`src/hw/rtl/mmsr_pkg.sv`:
```
// ============================================================================
// mmsr_pkg
// Shared types and constants of the multi-motor speed ramp.
// ============================================================================
package mmsr_pkg;

   localparam int MOTORS    = 8;
   localparam int FRAC_BITS = 8;
   localparam int MOT_W     = (MOTORS > 1) ? $clog2(MOTORS) : 1;

   localparam int VAL_W     = 16;
   localparam int RATE_W    = 10;
   localparam int ACC_W     = 15;
   localparam int MAXS_W    = 14;
   localparam int MOTO_W    = 3;
   localparam int SET_W     = VAL_W + FRAC_BITS + 1;
   localparam int STEP_W    = ACC_W + FRAC_BITS;
   localparam int DIV_W     = STEP_W;
   localparam int CNT_W     = $clog2(DIV_W + 1);

   localparam int CSR_IDX_W  = 2;
   localparam int CSR_DATA_W = 16;

   localparam logic [RATE_W-1:0] RATE_RESET  = RATE_W'(50);
   localparam logic [ACC_W-1:0]  ACCEL_RESET = ACC_W'(144);

   localparam logic [1:0] CMD_TICK       = 2'd0;
   localparam logic [1:0] CMD_SET_TARGET = 2'd1;
   localparam logic [1:0] CMD_SET_ACCEL  = 2'd2;

   localparam logic [CSR_IDX_W-1:0] CSR_LOOP_RATE     = CSR_IDX_W'(0);
   localparam logic [CSR_IDX_W-1:0] CSR_DEFAULT_ACCEL = CSR_IDX_W'(1);

   typedef struct packed {
      logic [1:0]              cmd;
      logic [2:0]              motor;
      logic signed [VAL_W-1:0] value;
   } req_type;

   typedef struct packed {
      logic [MOTO_W-1:0]       motor_out;
      logic [MAXS_W-1:0]       max_speed;
      logic signed [VAL_W-1:0] travel_step;
      logic                    last;
   } rsp_type;

   typedef struct packed {
      logic signed [VAL_W-1:0] target;
      logic signed [SET_W-1:0] ramped;
   } spd_entry_type;

   typedef enum logic [2:0] {
      ST_IDLE,
      ST_READ,
      ST_LOAD,
      ST_STEP_DIV,
      ST_UPDATE,
      ST_TRAV_DIV,
      ST_EMIT
   } state_type;

endpackage

```
`src/hw/rtl/multi_motor_speed_ramp_top.sv`:
```
// ============================================================================
// multi_motor_speed_ramp_top
// Slew-rate limiter over a table of motors held in on-chip memories.
// ============================================================================
// A set-target or set-acceleration request is written in the cycle it is
// accepted and busy stays low. A tick request walks all motors, taking per
// motor a memory read, a load, a radix-2 divider run for the ramp step, an
// update/write-back, a divider run for the travel, and a result. The single
// shared divider serves both runs. Results appear one per motor, one cycle
// each, marked by rsp_strobe; the receiver cannot stall them, so it must
// take every strobe. Configuration writes are always ready.
// ============================================================================
module multi_motor_speed_ramp_top import mmsr_pkg::*; (
   input  logic                  clock,
   input  logic                  reset,
   input  logic                  start,
   output logic                  busy,
   input  req_type               req_payload,
   output logic                  rsp_strobe,
   output rsp_type               rsp_payload,
   input  logic                  csr_valid,
   output logic                  csr_ready,
   input  logic [CSR_IDX_W-1:0]  csr_index,
   input  logic [CSR_DATA_W-1:0] csr_wdata
);

   // Speed table and acceleration table; valid bits give the reset values.
   spd_entry_type           spd_mem [MOTORS];
   logic [ACC_W-1:0]        acc_mem [MOTORS];
   spd_entry_type           spd_rd_ff;
   logic [ACC_W-1:0]        acc_rd_ff;
   logic [MOTORS-1:0]       spd_vld_ff;
   logic [MOTORS-1:0]       acc_vld_ff;

   logic [RATE_W-1:0]       rate_ff;
   logic [ACC_W-1:0]        dacc_ff;

   state_type               state_ff, state_in;
   logic [MOT_W-1:0]        idx_ff;

   logic signed [VAL_W-1:0] tgt_ff;
   logic signed [SET_W-1:0] set_ff;
   logic [MAXS_W-1:0]       half_ff;
   logic                    neg_ff;

   logic [DIV_W-1:0]        dq_ff, dq_in;
   logic [RATE_W-1:0]       drem_ff, rem_in;
   logic [CNT_W-1:0]        dcnt_ff;

   logic                    accept;
   logic                    set_ok;
   logic                    div_run;
   logic [RATE_W-1:0]       rate_eff;
   logic [RATE_W:0]         trial;
   logic                    trial_ge;

   logic signed [VAL_W-1:0] ld_tgt;
   logic signed [SET_W-1:0] ld_set;
   logic [ACC_W-1:0]        ld_acc;

   logic [STEP_W-1:0]       step;
   logic signed [SET_W-1:0] tgt_fx;
   logic signed [SET_W:0]   diff;
   logic [SET_W:0]          adiff;
   logic signed [SET_W-1:0] step_s;
   logic signed [SET_W-1:0] set_in;
   logic [SET_W-1:0]        abs_new;
   logic [SET_W-1:0]        half_full;
   logic [VAL_W-1:0]        mag_trv;

   logic [VAL_W-1:0]        quo;
   logic [VAL_W:0]          quo_neg;
   logic                    last;

   assign accept    = start && !busy;
   assign set_ok    = 32'(req_payload.motor) < MOTORS;
   assign csr_ready = 1'b1;
   assign rate_eff  = (rate_ff == '0) ? RATE_W'(1) : rate_ff;
   assign last      = (idx_ff == MOT_W'(MOTORS - 1));

   // ---------------------------------------------------------------- control
   always_comb begin
      state_in = state_ff;
      div_run  = 1'b0;
      case (state_ff)
         ST_IDLE: begin
            if (accept && req_payload.cmd == CMD_TICK) begin
               state_in = ST_READ;
            end
         end
         ST_READ:   state_in = ST_LOAD;
         ST_LOAD:   state_in = ST_STEP_DIV;
         ST_STEP_DIV: begin
            div_run = 1'b1;
            if (dcnt_ff == CNT_W'(1)) begin
               state_in = ST_UPDATE;
            end
         end
         ST_UPDATE: state_in = ST_TRAV_DIV;
         ST_TRAV_DIV: begin
            div_run = 1'b1;
            if (dcnt_ff == CNT_W'(1)) begin
               state_in = ST_EMIT;
            end
         end
         ST_EMIT: begin
            state_in = last ? ST_IDLE : ST_READ;
         end
         default: state_in = ST_IDLE;
      endcase
   end

   assign busy = (state_ff != ST_IDLE);

   always_ff @(posedge clock) begin
      if (reset) begin
         state_ff   <= ST_IDLE;
         idx_ff     <= '0;
         dcnt_ff    <= '0;
         spd_vld_ff <= '0;
         acc_vld_ff <= '0;
         rate_ff    <= RATE_RESET;
         dacc_ff    <= ACCEL_RESET;
      end else begin
         state_ff <= state_in;
         if (state_ff == ST_IDLE) begin
            idx_ff <= '0;
         end else if (state_ff == ST_EMIT) begin
            idx_ff <= idx_ff + MOT_W'(1);
         end
         if (state_ff == ST_LOAD) begin
            dcnt_ff <= CNT_W'(STEP_W);
         end else if (state_ff == ST_UPDATE) begin
            dcnt_ff <= CNT_W'(VAL_W);
         end else if (div_run) begin
            dcnt_ff <= dcnt_ff - CNT_W'(1);
         end
         if (accept && set_ok && req_payload.cmd == CMD_SET_TARGET) begin
            spd_vld_ff[req_payload.motor[MOT_W-1:0]] <= 1'b1;
         end
         if (state_ff == ST_UPDATE) begin
            spd_vld_ff[idx_ff] <= 1'b1;
         end
         if (accept && set_ok && req_payload.cmd == CMD_SET_ACCEL) begin
            acc_vld_ff[req_payload.motor[MOT_W-1:0]] <= 1'b1;
         end
         if (csr_valid && csr_ready) begin
            if (csr_index == CSR_LOOP_RATE) begin
               rate_ff <= csr_wdata[RATE_W-1:0];
            end else if (csr_index == CSR_DEFAULT_ACCEL) begin
               dacc_ff    <= csr_wdata[ACC_W-1:0];
               acc_vld_ff <= '0;
            end
         end
      end
   end

   // ---------------------------------------------------------------- memories
   always_ff @(posedge clock) begin
      spd_rd_ff <= spd_mem[idx_ff];
      acc_rd_ff <= acc_mem[idx_ff];
      if (state_ff == ST_UPDATE) begin
         spd_mem[idx_ff] <= '{target: tgt_ff, ramped: set_in};
      end else if (accept && set_ok && req_payload.cmd == CMD_SET_TARGET) begin
         // A fresh entry needs its ramped speed cleared along with the target.
         if (spd_vld_ff[req_payload.motor[MOT_W-1:0]]) begin
            spd_mem[req_payload.motor[MOT_W-1:0]].target <= req_payload.value;
         end else begin
            spd_mem[req_payload.motor[MOT_W-1:0]] <=
               '{target: req_payload.value, ramped: '0};
         end
      end
      if (accept && set_ok && req_payload.cmd == CMD_SET_ACCEL) begin
         acc_mem[req_payload.motor[MOT_W-1:0]] <=
            req_payload.value[VAL_W-1] ? '0 : req_payload.value[ACC_W-1:0];
      end
   end

   assign ld_tgt = spd_vld_ff[idx_ff] ? spd_rd_ff.target : '0;
   assign ld_set = spd_vld_ff[idx_ff] ? spd_rd_ff.ramped : '0;
   assign ld_acc = acc_vld_ff[idx_ff] ? acc_rd_ff : dacc_ff;

   // ---------------------------------------------------------------- divider
   assign trial    = {drem_ff, dq_ff[DIV_W-1]};
   assign trial_ge = (trial >= {1'b0, rate_eff});
   assign rem_in   = trial_ge ? RATE_W'(trial - {1'b0, rate_eff}) : RATE_W'(trial);
   assign dq_in    = {dq_ff[DIV_W-2:0], trial_ge};

   // ---------------------------------------------------------------- ramp update
   assign step   = dq_ff[STEP_W-1:0];
   assign tgt_fx = {{(SET_W-VAL_W-FRAC_BITS){tgt_ff[VAL_W-1]}}, tgt_ff,
                    {FRAC_BITS{1'b0}}};
   assign diff   = {tgt_fx[SET_W-1], tgt_fx} - {set_ff[SET_W-1], set_ff};
   assign adiff  = diff[SET_W] ? (SET_W+1)'(-diff) : (SET_W+1)'(diff);
   assign step_s = $signed({{(SET_W-STEP_W){1'b0}}, step});

   always_comb begin
      if (tgt_ff == '0) begin
         set_in = '0;
      end else if (adiff <= (SET_W+1)'(step)) begin
         set_in = tgt_fx;
      end else if (!diff[SET_W]) begin
         set_in = set_ff + step_s;
      end else begin
         set_in = set_ff - step_s;
      end
   end

   assign abs_new   = set_in[SET_W-1] ? SET_W'(-set_in) : SET_W'(set_in);
   assign half_full = abs_new >> (FRAC_BITS + 1);
   assign mag_trv   = VAL_W'(abs_new >> FRAC_BITS);

   always_ff @(posedge clock) begin
      if (state_ff == ST_LOAD) begin
         tgt_ff  <= ld_tgt;
         set_ff  <= ld_set;
         dq_ff   <= {ld_acc, {FRAC_BITS{1'b0}}};
         drem_ff <= '0;
      end else if (state_ff == ST_UPDATE) begin
         set_ff  <= set_in;
         neg_ff  <= set_in[SET_W-1];
         half_ff <= (half_full > SET_W'((1 << MAXS_W) - 1)) ? {MAXS_W{1'b1}}
                                                            : MAXS_W'(half_full);
         dq_ff   <= {mag_trv, {(DIV_W-VAL_W){1'b0}}};
         drem_ff <= '0;
      end else if (div_run) begin
         dq_ff   <= dq_in;
         drem_ff <= rem_in;
      end
   end

   // ---------------------------------------------------------------- result
   assign quo     = dq_ff[VAL_W-1:0];
   assign quo_neg = -{1'b0, quo};

   always_comb begin
      rsp_strobe            = (state_ff == ST_EMIT);
      rsp_payload.motor_out = MOTO_W'(idx_ff);
      rsp_payload.max_speed = half_ff;
      rsp_payload.last      = last;
      if (neg_ff) begin
         rsp_payload.travel_step = $signed(quo_neg[VAL_W-1:0]);
      end else if (quo[VAL_W-1]) begin
         rsp_payload.travel_step = $signed({1'b0, {(VAL_W-1){1'b1}}});
      end else begin
         rsp_payload.travel_step = $signed(quo);
      end
   end

endmodule

```
`config.mk`:
```
export PLATFORM = sky130hd
export DESIGN_NAME = multi_motor_speed_ramp_top
export DESIGN_NICKNAME = d
export VERILOG_FILES = /design/src/hw/rtl/mmsr_pkg.sv /design/src/hw/rtl/multi_motor_speed_ramp_top.sv
export SDC_FILE = /design/constraint.sdc
export NUM_CORES = 1
export LEC_CHECK = 0
export BUFFER_PORTS_ARGS = -buffer_cell sky130_fd_sc_hd__buf_2
export CAP_MARGIN = 20
export CORE_UTILIZATION = 35
export DETAILED_ROUTE_END_ITERATION = 6
export GPL_ROUTABILITY_DRIVEN = 0
export PLACE_DENSITY = 0.6
export SLEW_MARGIN = 10
export SYNTH_ARGS = -nofsm -noshare
export SYNTH_HDL_FRONTEND = slang
export SYNTH_SLANG_ARGS = --single-unit
```
`constraint.sdc`:
```
create_clock -name clock -period 12.05 [get_ports clock]
set_clock_uncertainty 0.1 [all_clocks]
set_input_delay 2.41 -clock clock [delete_from_list [all_inputs] [get_ports clock]]
set_output_delay 2.41 -clock clock [all_outputs]
set_load 0.01 [all_outputs]
```
==> flow_metrics.py, run 1 <==
metrics = {
    "synthesis": {
        "seq_area_frac_synth_pct": 62.0,
        "synth_area_sq_mm": 0.0292,
        "mappedNetlistNets": 2561,
        "ys_ff_latch": 645,
        "synth_edf_count": 519,
        "synth_cell_type_count": 90,
        "synth.avg_cell_area_sq_um": 12.0,
        "synthCells": 2437,
        "yosys_warnings": 0,
        "synth_top_area_cell": "edfxtp_1",
        "synth_top_area_share_pct": 53.4,
        "synthArstFlopShare_pct": 0,
        "synth.top_cells.by_area": "edfxtp_1, dfxtp_1, a22oi_1",
        "synthFlopType": "edfxtp_1",
    },
    "cts": {
        "clkSinkCount": 645,
        "post_cts_resize_count": 0,
        "cts_tree": "yes",
        "clk_pin_slew_ps": 60,
        "hold_buffers": 0,
        "cts_buffers": 68,
        "h-tree-depth": 3,
        "cts_max_path_buffers": 3,
        "clk_latency_ps": 630,
        "postCtsSetupRepairBufs": 0,
        "clockRootBuffer": "clkbuf_16",
    },
    "die": {
        "start_util_pct": 35.5,
        "die-height_microns": 291,
        "fp.coreArea_sq_mm": 0.0822,
        "fp-row-count": 105,
        "io_pins": 80,
        "fp.dieArea_sq_mm": 0.0846,
        "die_x_microns": 291,
    },
    "global_routing": {
        "grtUsageTotal_pct": 19.1,
        "grt_max_degree": 60,
        "grt_overflow_total": 0,
        "grt_pass1_wl_microns": 124000,
        "antenna_found_initial": 5,
        "grt_pass1_vias": 20000,
    },
    "setup_path": {
        "critPathRequiredTime_ps": 12420,
        "crit_type": "reg -> reg",
        "worstRegToRegCells": 24,
        "worst_ep_arrival_time_ps": 8450,
        "path_max_fanout": 20,
        "startpoint_type": "flip-flop",
        "endpoint_kind": "flip-flop",
    },
    "hold_path": {
        "min_path_type": "reg -> reg",
        "whs_path_depth": 2,
    },
    "final_layout": {
        "synthToLayoutAreaGrowth_pct": 13.0,
        "drive_gt1_share_pct": 11.2,
        "multiInputGateArea_sq_mm": 0.0103,
        "diodes": 0,
        "design_area_sq_mm": 0.0330,
        "finalNetCount": 2616,
        "fillers": 7789,
        "seqCellArea_sq_mm": 0.0181,
    },
    "drt": {
        "routedWlPerCell_microns": 22.9,
        "drc": 0,
        "dr.pass1.iters": 5,
        "routed_wirelength_microns": 82700,
        "antenna_left": 0,
        "via_count": 20600,
        "post_drt_via_cell_ratio": 5.70,
        "drtIter0Drc": 1743,
    },
    "timing": {
        "finalSetupTns_ps": 0,
        "slew_headroom_pct": 28.2,
        "timing.fmax_mhz": 124,
        "slew_violations": 0,
        "min_period_ps": 8080,
        "timing.final.hold_violations": 0,
        "rsz0062_at_grt": "no",
        "setup_violations": 0,
        "worst_slew_pin_slew_ps": 1070,
        "min_period_over_period_pct": 67.1,
        "setup_slack_ps": 3970,
    },
    "placed_design": {
        "port-buffer-count": 77,
        "dp_hpwl_microns": 53300,
        "dpl-instance-area_sq_mm": 0.0308,
        "dp_slack_ps": 4200,
    },
    "power": {
        "powerDensity_mw_per_mm2": 331,
        "total_power_w": 0.0109,
        "leakage_nw": 11.4,
        "peakVddDrop_v": 0.000346,
    },
    "flow_run": {
        "maxCapViolations": 0,
    },
    "run_status": {
        "outcome": "finished, final reports clean",
    },
}
-- state kept, by name, summed over array words and instances (netlist names), 5 cells and up --
name	count
drem_ff	10
spd_rd_ff	41
rate_ff	10
spd_mem	328
tgt_ff	16
dq_ff	23
half_ff	14
set_ff	25
acc_vld_ff	8
acc_rd_ff	15
acc_mem	120
dacc_ff	15
spd_vld_ff	8
dcnt_ff	5
-- worst max-delay path, cell delays in order, from the launching register on --
cell and delay, ps:
edfxtp_1 590, ha_1 560, nand4_1 240, nor4_4 420
nor4_1 130, o21bai_1 260, nand2_1 130, a41oi_1 180
buf_4 300, nor2_1 70, a21oi_1 270, ha_1 290
nor2b_1 130, o21a_1 200, o21ai_1 590, a211oi_1 190
nor3_1 320, nand4_1 230, nor4bb_1 690, a31oi_1 380
or4_1 550, mux2i_1 290, a21oi_2 120, a211o_1 530
nand2_1 160
-- per-stage QoR --
stage / instances / hold WS, ps / utilization [%]
after global placement: 3491 / 342 / 37.4
final: 3617 / 356 / 40.1
after global routing: 3617 / 379 / 40.1
after detailed placement: 3491 / 348 / 37.4
after CTS: 3616 / 356 / 40.1
after floorplan: 2437 / 336 / -
-- path summary, 6_finish.rpt --
| kind | from | end | slack [ps] |
|---|---|---|---|
| worst max-delay path | tgt_ff[4] | half_ff[5] | 3970 |
| worst max register to register | tgt_ff[4] | half_ff[5] | 3970 |
| worst min register to register | dacc_ff[11] | dacc_ff[11] | 360 |
| worst min-delay path | dacc_ff[11] | dacc_ff[11] | 360 |
-- kinds of logic (layout without fill, tap and decap cells) --
family | after synthesis | in the layout | synth area share (%)
AOI/OAI and AO/OA | 652 | 652 | 15.4
adders and majority gates | 81 | 81 | 3.52
xor gates and xnor gates | 97 | 97 | 2.91
buffers and inverters | 226 | 336 | 3.18
DFF | 645 | 645 | 62.0
muxes | 27 | 27 | 0.943
other | 1 | 1 | 0.0128
and+or+nand+nor | 708 | 708 | 12.0
-- layer usage --
layer  up-vias  track usage [%]  wire, microns
li1       9412                -              -
met1     10300             25.0          35000
met2       739             30.6          38600
met3       191             4.05           5770
met4         4             8.22           3310
met5         -                0             22
-- report_power, final --
part / internal (W) / switching [W] / total (W) / leakage [nW]
clock network: 0.00118 / 0.000887 / 0.00207 / 1.06
registers: 0.00331 / 0.0000968 / 0.00340 / 5.76
logic: 0.00168 / 0.00377 / 0.00546 / 4.59
-- area by class of cell --
cell class,instances,area share [%]
clock buffer,94,5.64
clock inverter,31,1.04
inverter,88,1.01
multi-input combinational,1566,31.1
sequential,645,54.9
tap,1070,4.06
timing repair buffer,123,2.22
-- cells in the mapped netlist, types with 26 or more instances --
cell type  number
nand2_1       217
inv_1          85
a21o_1         33
xor2_1         26
o21ai_0        73
nor2b_1        47
nand4_1        73
a21oi_1       116
edfxtp_1      519
nor3_1         48
a22oi_1       234
dfxtp_1       126
ha_1           79
nor2_1        169
nand3_1        26
clkbuf_1      116
xnor2_1        71
-- cell usage in the layout (no fill, tap or decap), drive strengths merged, types with 7 or more instances in the layout --
cell type	n
mux2i	26
edfxtp	519
xor2	26
a31oi	25
and2	7
o21ai	84
o21a	15
nor2b	47
a21o	33
nand2	219
o221ai	12
a21oi	123
inv	92
nor3	51
ha	79
nor2	169
nand3	26
nand4	73
clkbuf	94
dfxtp	126
o31ai	18
or4	10
nor4	14
a22oi	234
a221oi	7
o22ai	23
a211oi	17
and3	21
clkinv	18
nand3b	9
xnor2	71
or3	17
nand2b	17
buf	123
Note: power is estimated with default switching activity, not from simulation.
==> inputs of run 2 (changes only) <==
==> constraint.sdc (replaced) <==
create_clock -name clock -period 8.31 [get_ports clock]
set_clock_uncertainty 0.1 [all_clocks]
set_input_delay 1.662 -clock clock [delete_from_list [all_inputs] [get_ports clock]]
set_output_delay 1.662 -clock clock [all_outputs]
set_load 0.01 [all_outputs]
==> run 2 against run 1 <==
Against the previous run: count of clock-buffer cells in the layout decreased by 1; sequential power grew 45%; routed wire length is 1.2% lower; critical path depth decreased by 1; flip-flop and latch count did not move; critical endpoint is now half_ff[1]; largest cell class unchanged.
==> flow_metrics.py, run 2 (synthesis gave the netlist of run 1 again) <==
metrics = {
    "run_status": {
        "outcome": "finished, final reports clean",
    },
    "final_layout": {
        "finalNetCount": 2627,
        "synthToLayoutAreaGrowth_pct": 13.2,
        "final_common_cell": "edfxtp_1",
        "diodes": 0,
        "fin_cells": 3629,
        "largest_reg_flops": 328,
        "fillers": 7664,
        "largest_register": "spd_mem",
        "layout_common_cells": "edfxtp_1, a22oi_1, nand2_1",
        "drive_gt1_share_pct": 11.6,
    },
    "global_routing": {
        "grt_pass1_vias": 19900,
        "grtUsageTotal_pct": 19.0,
        "grt_overflow_total": 0,
        "antenna_found_initial": 1,
        "met1_usage_pct": 25.6,
        "grt_pass1_wl_microns": 123000,
        "use_met3_pct": 3.17,
        "grt-busiest-layer": "met2",
        "grt_max_degree": 60,
        "grtUsageMet2_pct": 31.2,
    },
    "cts": {
        "h-tree-depth": 3,
        "clkSinkCount": 645,
        "clockRootBuffer": "clkbuf_16",
        "cts_max_path_buffers": 3,
        "clk_latency_ps": 640,
        "clk_pin_slew_ps": 60,
        "cts_buffers": 68,
        "hold_buffers": 0,
        "cts_tree": "yes",
    },
    "timing": {
        "setup_violations": 0,
        "timing.fmax_mhz": 127,
        "slew_violations": 0,
        "worst_slew_pin_slew_ps": 1100,
        "timing.final.hold_violations": 0,
        "min_period_ps": 7870,
        "min_period_over_period_pct": 94.7,
        "timing.hold.ws_ps": 356,
        "slew_headroom_pct": 26.2,
        "rsz0062_at_grt": "no",
        "finalSetupTns_ps": 0,
    },
    "setup_path": {
        "startpoint_type": "flip-flop",
        "path_max_fanout": 14,
        "rr_startpoint": "set_ff[1]",
        "rr_endpoint": "half_ff[1]",
        "worstRegToRegCells": 23,
        "regToRegSetupSlack_ps": 440,
        "worst_ep_arrival_time_ps": 8240,
        "crit_type": "reg -> reg",
        "critPathRequiredTime_ps": 8680,
        "endpoint_kind": "flip-flop",
    },
    "drt": {
        "antenna_left": 0,
        "drc": 0,
        "post_drt_via_cell_ratio": 5.68,
        "via_count": 20600,
        "routedWlPerCell_microns": 22.5,
        "dr.pass1.iters": 6,
        "routed_wirelength_microns": 81800,
        "drtIter0Drc": 1917,
    },
    "power": {
        "intPower_w": 0.00890,
        "total_power_w": 0.0158,
        "leakage_nw": 11.5,
        "seq_power_share_pct": 31.2,
        "p_comb_share_pct": 50.3,
        "switchingPower_w": 0.00688,
        "sw_frac_of_total_pct": 43.6,
        "clkPwrFrac_pct": 18.5,
        "powerDensity_mw_per_mm2": 478,
        "peakVddDrop_v": 0.000695,
    },
    "placed_design": {
        "dp_hpwl_microns": 53300,
        "place_inst": 3500,
        "port-buffer-count": 77,
    },
    "die": {
        "io_pins": 80,
        "die-height_microns": 291,
        "fp.dieArea_sq_mm": 0.0846,
        "start_util_pct": 35.5,
        "fp-row-count": 105,
        "die_x_microns": 291,
        "fp.coreArea_sq_mm": 0.0822,
    },
    "hold_path": {
        "min_path_type": "reg -> reg",
        "whs_path_depth": 2,
        "hp-start": "dacc_ff[2]",
        "min_to": "dacc_ff[2]",
    },
    "flow_run": {
        "maxCapViolations": 0,
    },
}
run 2: cell count changes in the layout (fill, tap and decap cells not counted), sizes merged:
| cell | change |
|---|---|
| clkinv | +5 |
| bufinv | -4 |
| buf | +11 |
| clkinvlp | -2 |
| inv | +3 |
| clkbuf | -1 |
run 2: stage by stage:
stage / worst slack (ps) / util [%] / cell area, sq um
finish: 441 / 40.2 / 33000
global route: 28.6 / 40.2 / 33000
CTS: 536 / 40.1 / 33000
detailed placement: 578 / 37.5 / 30800
global placement: 666 / 37.5 / 30800
floorplan: 1710 / - / 29200
run 2: worst max-delay path by stage:
| stage | from | to | cells past startpoint |
|---|---|---|---|
| 4_1_cts | set_ff[1] | half_ff[13] | 23 |
| 5_1_grt | set_ff[1] | half_ff[3] | 23 |
| 3_5_place_dp | set_ff[1] | half_ff[12] | 23 |
| 2_1_floorplan | tgt_ff[4] | half_ff[11] | 26 |
| 6_report | set_ff[1] | half_ff[1] | 23 |
| 3_3_place_gp | tgt_ff[8] | half_ff[0] | 22 |
run 2: metal layers:
layer / up-vias / wire (microns) / share of wire, %
met3: 125 / 5320 / 6.5
met4: 2 / 1980 / 2.4
met5: - / 13 / 0.016
met1: 10300 / 35400 / 43
met2: 746 / 39100 / 48
li1: 9427 / - / -
run 2: repair_timing:
action	in CTS	in global routing
resized for setup	0	2
endpoints found under the setup margin	0	14
buffers inserted	0	0
run 2: worst max-delay path, cell delays in order (launching register included):
cell and delay, ps:
edfxtp_1 530, or4_1 730, nor4_4 420, nor4_1 130, o21bai_1 240, nand2_1 100, a41oi_1 360, buf_4 250
nor2_1 50, a21oi_1 310, ha_1 300, nor2b_1 130, o21a_1 200, o21ai_1 610, a211oi_1 190, nor3_1 340
nand4_1 240, nor4bb_1 570, a31oi_1 330, or4_1 530, mux2i_1 240, a21oi_2 110, a211o_1 530, nand2_1 170
run 2: area by class of cell:
class	count	area, sq um	share of cell area (%)
clock buffers	93	1880	5.68
clock inverters	33	289	0.875
inverters	88	333	1.01
multi-input cells	1566	10300	31.1
flip-flops and latches	645	18100	54.8
well taps	1070	1340	4.05
repair buffers	134	825	2.50
run 2: power groups by stage:
stage               Sequential (W)  Combinational [W]  Clock, W
finish                     0.00493            0.00794   0.00292
global placement           0.00499            0.00768         0
detailed placement         0.00500            0.00784         0
CTS                        0.00493            0.00787   0.00296
global route               0.00494            0.00860   0.00308
floorplan                  0.00491            0.00533         0
==> inputs of run 3 (changes only) <==
--- a/config.mk
+++ b/config.mk
@@ -7,10 +7,10 @@
 export LEC_CHECK = 0
 export BUFFER_PORTS_ARGS = -buffer_cell sky130_fd_sc_hd__buf_2
 export CAP_MARGIN = 20
-export CORE_UTILIZATION = 35
+export CORE_UTILIZATION = 25
 export DETAILED_ROUTE_END_ITERATION = 6
 export GPL_ROUTABILITY_DRIVEN = 0
-export PLACE_DENSITY = 0.6
+export PLACE_DENSITY = 0.49
 export SLEW_MARGIN = 10
 export SYNTH_ARGS = -nofsm -noshare
 export SYNTH_HDL_FRONTEND = slang
==> run 3 against run 2 <==
Against the previous run: die area is 40% higher; combinational power is 1% higher; count of clock-buffer cells in the layout unchanged; global-route usage is 4.3 points lower; fmax up 3.5%; clock power rose by 7.9%; design area is 2.4% higher.
==> flow_metrics.py, run 3 (synthesis gave the netlist of run 1 again) <==
metrics = {
    "run_status": {
        "outcome": "finished, final reports clean",
    },
    "timing": {
        "min_period_over_period_pct": 91.5,
        "worst_slew_pin_slew_ps": 1140,
        "timing.fmax_mhz": 132,
        "min_period_ps": 7600,
        "setup_violations": 0,
        "timing.final.hold_violations": 0,
        "rsz0062_at_grt": "no",
        "slew_headroom_pct": 23.9,
        "finalSetupTns_ps": 0,
        "slew_violations": 0,
    },
    "setup_path": {
        "endpoint_kind": "flip-flop",
        "worst_path_largest_cell_delay_ps": 550,
        "startpoint": "tgt_ff[8]",
        "critPathRequiredTime_ps": 8550,
        "rr_startpoint": "tgt_ff[8]",
        "path_delay_family": "compound AO/OA/AOI/OAI gates",
        "crit_chain": "ha_1 > a21oi_1 > o21ai_0 > nor4_1 > o21bai_1 > nand2_1 > a41o_1 > nor2_1 > xnor2_1 > ha_1 > a2111oi_0 > o21ai_0 > a2111oi_0 > or3_1 > a21oi_1 > nor4bb_1 > buf_4 > a31oi_1 > or4_1 > mux2i_1 > nor2_1 > xor2_1 > o221ai_1",
        "worst_ep_arrival_time_ps": 7840,
        "startpoint_type": "flip-flop",
        "cp_slowest_cell": "edfxtp_1",
        "path_max_fanout": 9,
        "critical_path_buf_inv_count": 1,
        "crit_type": "reg -> reg",
    },
    "final_layout": {
        "layout_common_cells": "edfxtp_1, a22oi_1, nand2_1",
        "final_util_pct": 29.4,
        "synthToLayoutAreaGrowth_pct": 15.9,
        "largest_reg_flops": 328,
        "finalNetCount": 2631,
        "final_common_cell": "edfxtp_1",
        "largest_register": "spd_mem",
        "drive_gt1_share_pct": 12.2,
        "fillers": 11700,
        "fin_cells": 4075,
    },
    "cts": {
        "clk_latency_ps": 620,
        "cts_tree": "yes",
        "hold_buffers": 0,
        "h-tree-depth": 3,
        "clkSinkCount": 645,
        "cts_buffers": 69,
        "post_cts_resize_count": 0,
        "clockRootBuffer": "clkbuf_16",
        "postCtsSetupRepairBufs": 0,
        "clk_pin_slew_ps": 60,
        "cts_max_path_buffers": 3,
    },
    "global_routing": {
        "use_met3_pct": 2.58,
        "grt_overflow_total": 0,
        "grtUsageTotal_pct": 14.7,
        "met1_usage_pct": 21.4,
        "grt_max_degree": 60,
        "grt_pass1_wl_microns": 129000,
        "grtUsageMet2_pct": 22.4,
        "antenna_found_initial": 7,
        "grt_pass1_vias": 19100,
        "grt-busiest-layer": "met2",
    },
    "power": {
        "p_comb_share_pct": 49.9,
        "powerDensity_mw_per_mm2": 477,
        "intPower_w": 0.00921,
        "clkPwrFrac_pct": 19.5,
        "switchingPower_w": 0.00692,
        "sw_frac_of_total_pct": 42.9,
        "peakVddDrop_v": 0.000486,
        "seq_power_share_pct": 30.6,
        "leakage_nw": 11.5,
    },
    "drt": {
        "antenna_left": 0,
        "drtIter0Drc": 1893,
        "drc": 0,
        "routed_wirelength_microns": 87900,
        "dr.pass1.iters": 5,
        "via_count": 20200,
        "routedWlPerCell_microns": 21.6,
        "post_drt_via_cell_ratio": 4.95,
    },
    "hold_path": {
        "min_path_type": "reg -> reg",
        "hp-start": "rate_ff[3]",
    },
    "die": {
        "fp-row-count": 124,
        "fp.coreArea_sq_mm": 0.115,
        "io_pins": 80,
        "die_x_microns": 344,
        "fp.dieArea_sq_mm": 0.118,
        "die-height_microns": 344,
        "start_util_pct": 25.4,
    },
    "placed_design": {
        "dp_hpwl_microns": 57300,
        "port-buffer-count": 77,
        "place_inst": 3944,
    },
    "flow_run": {
        "maxCapViolations": 0,
    },
}
[run 3: cell count changes in the layout (fill, tap and decap cells not counted), moves of 4 or more]
cell	change
nor3_2	+4
bufinv_16	+5
clkbuf_16	+6
nor2_4	+7
nor3_4	-4
nor2_1	-8
[run 3: cell type report]
cell class / count / area, sq um / share of cell area (%)
tap: 1512 / 1890 / 5.59
antenna: 1 / 2.50 / 0.00740
clock inverter: 33 / 334 / 0.987
multi-input combinational: 1566 / 10300 / 30.5
sequential: 645 / 18100 / 53.5
clock buffer: 93 / 1970 / 5.83
timing repair buffer: 137 / 881 / 2.60
inverter: 88 / 333 / 0.984
[run 3: power groups by stage]
stage	Clock (W)	Combinational (W)	Sequential, W
finish	0.00315	0.00804	0.00493
CTS	0.00321	0.00807	0.00493
floorplan	0	0.00533	0.00491
global placement	0	0.00803	0.00500
detailed placement	0	0.00801	0.00500
global route	0.00334	0.00875	0.00495
[run 3: worst register-to-register path: cells and delay by family, from the launching register on]
family / cells / cell delay, ps
AO/OA/AOI/OAI: 10 / 2820
AND/OR/NAND/NOR: 7 / 1860
adder cells (fa/ha/maj): 2 / 850
XOR/XNOR: 2 / 730
flip-flops: 1 / 550
multiplexers: 1 / 230
buffers and inverters: 1 / 200
[run 3: layer usage]
layer  part of all wire, %  wire length (microns)
met4                   2.1                   1870
met3                   5.6                   4920
met2                    45                  39100
met1                    48                  41900
met5                 0.031                     27
[run 3: through the flow]
| stage | hold WS (ps) | total power, W | instance area, sq um | setup slack, ps |
|---|---|---|---|---|
| finish | 356 | 0.0161 | 33800 | 707 |
| global route | 382 | 0.0170 | 33800 | 219 |
| CTS | 356 | 0.0162 | 33800 | 808 |
| detailed placement | 348 | 0.0130 | 31400 | 894 |
| global placement | 347 | 0.0130 | 31400 | 958 |
| floorplan | 336 | 0.0102 | 29200 | 1710 |
[run 3: final timing paths]
check / end / slack [ps] / cells after the start
worst min-delay path: rate_ff[3] / 360 / 2
worst min register to register: rate_ff[3] / 360 / 2
worst max register to register: dq_ff[21] / 710 / 23
worst max-delay path: dq_ff[21] / 710 / 23
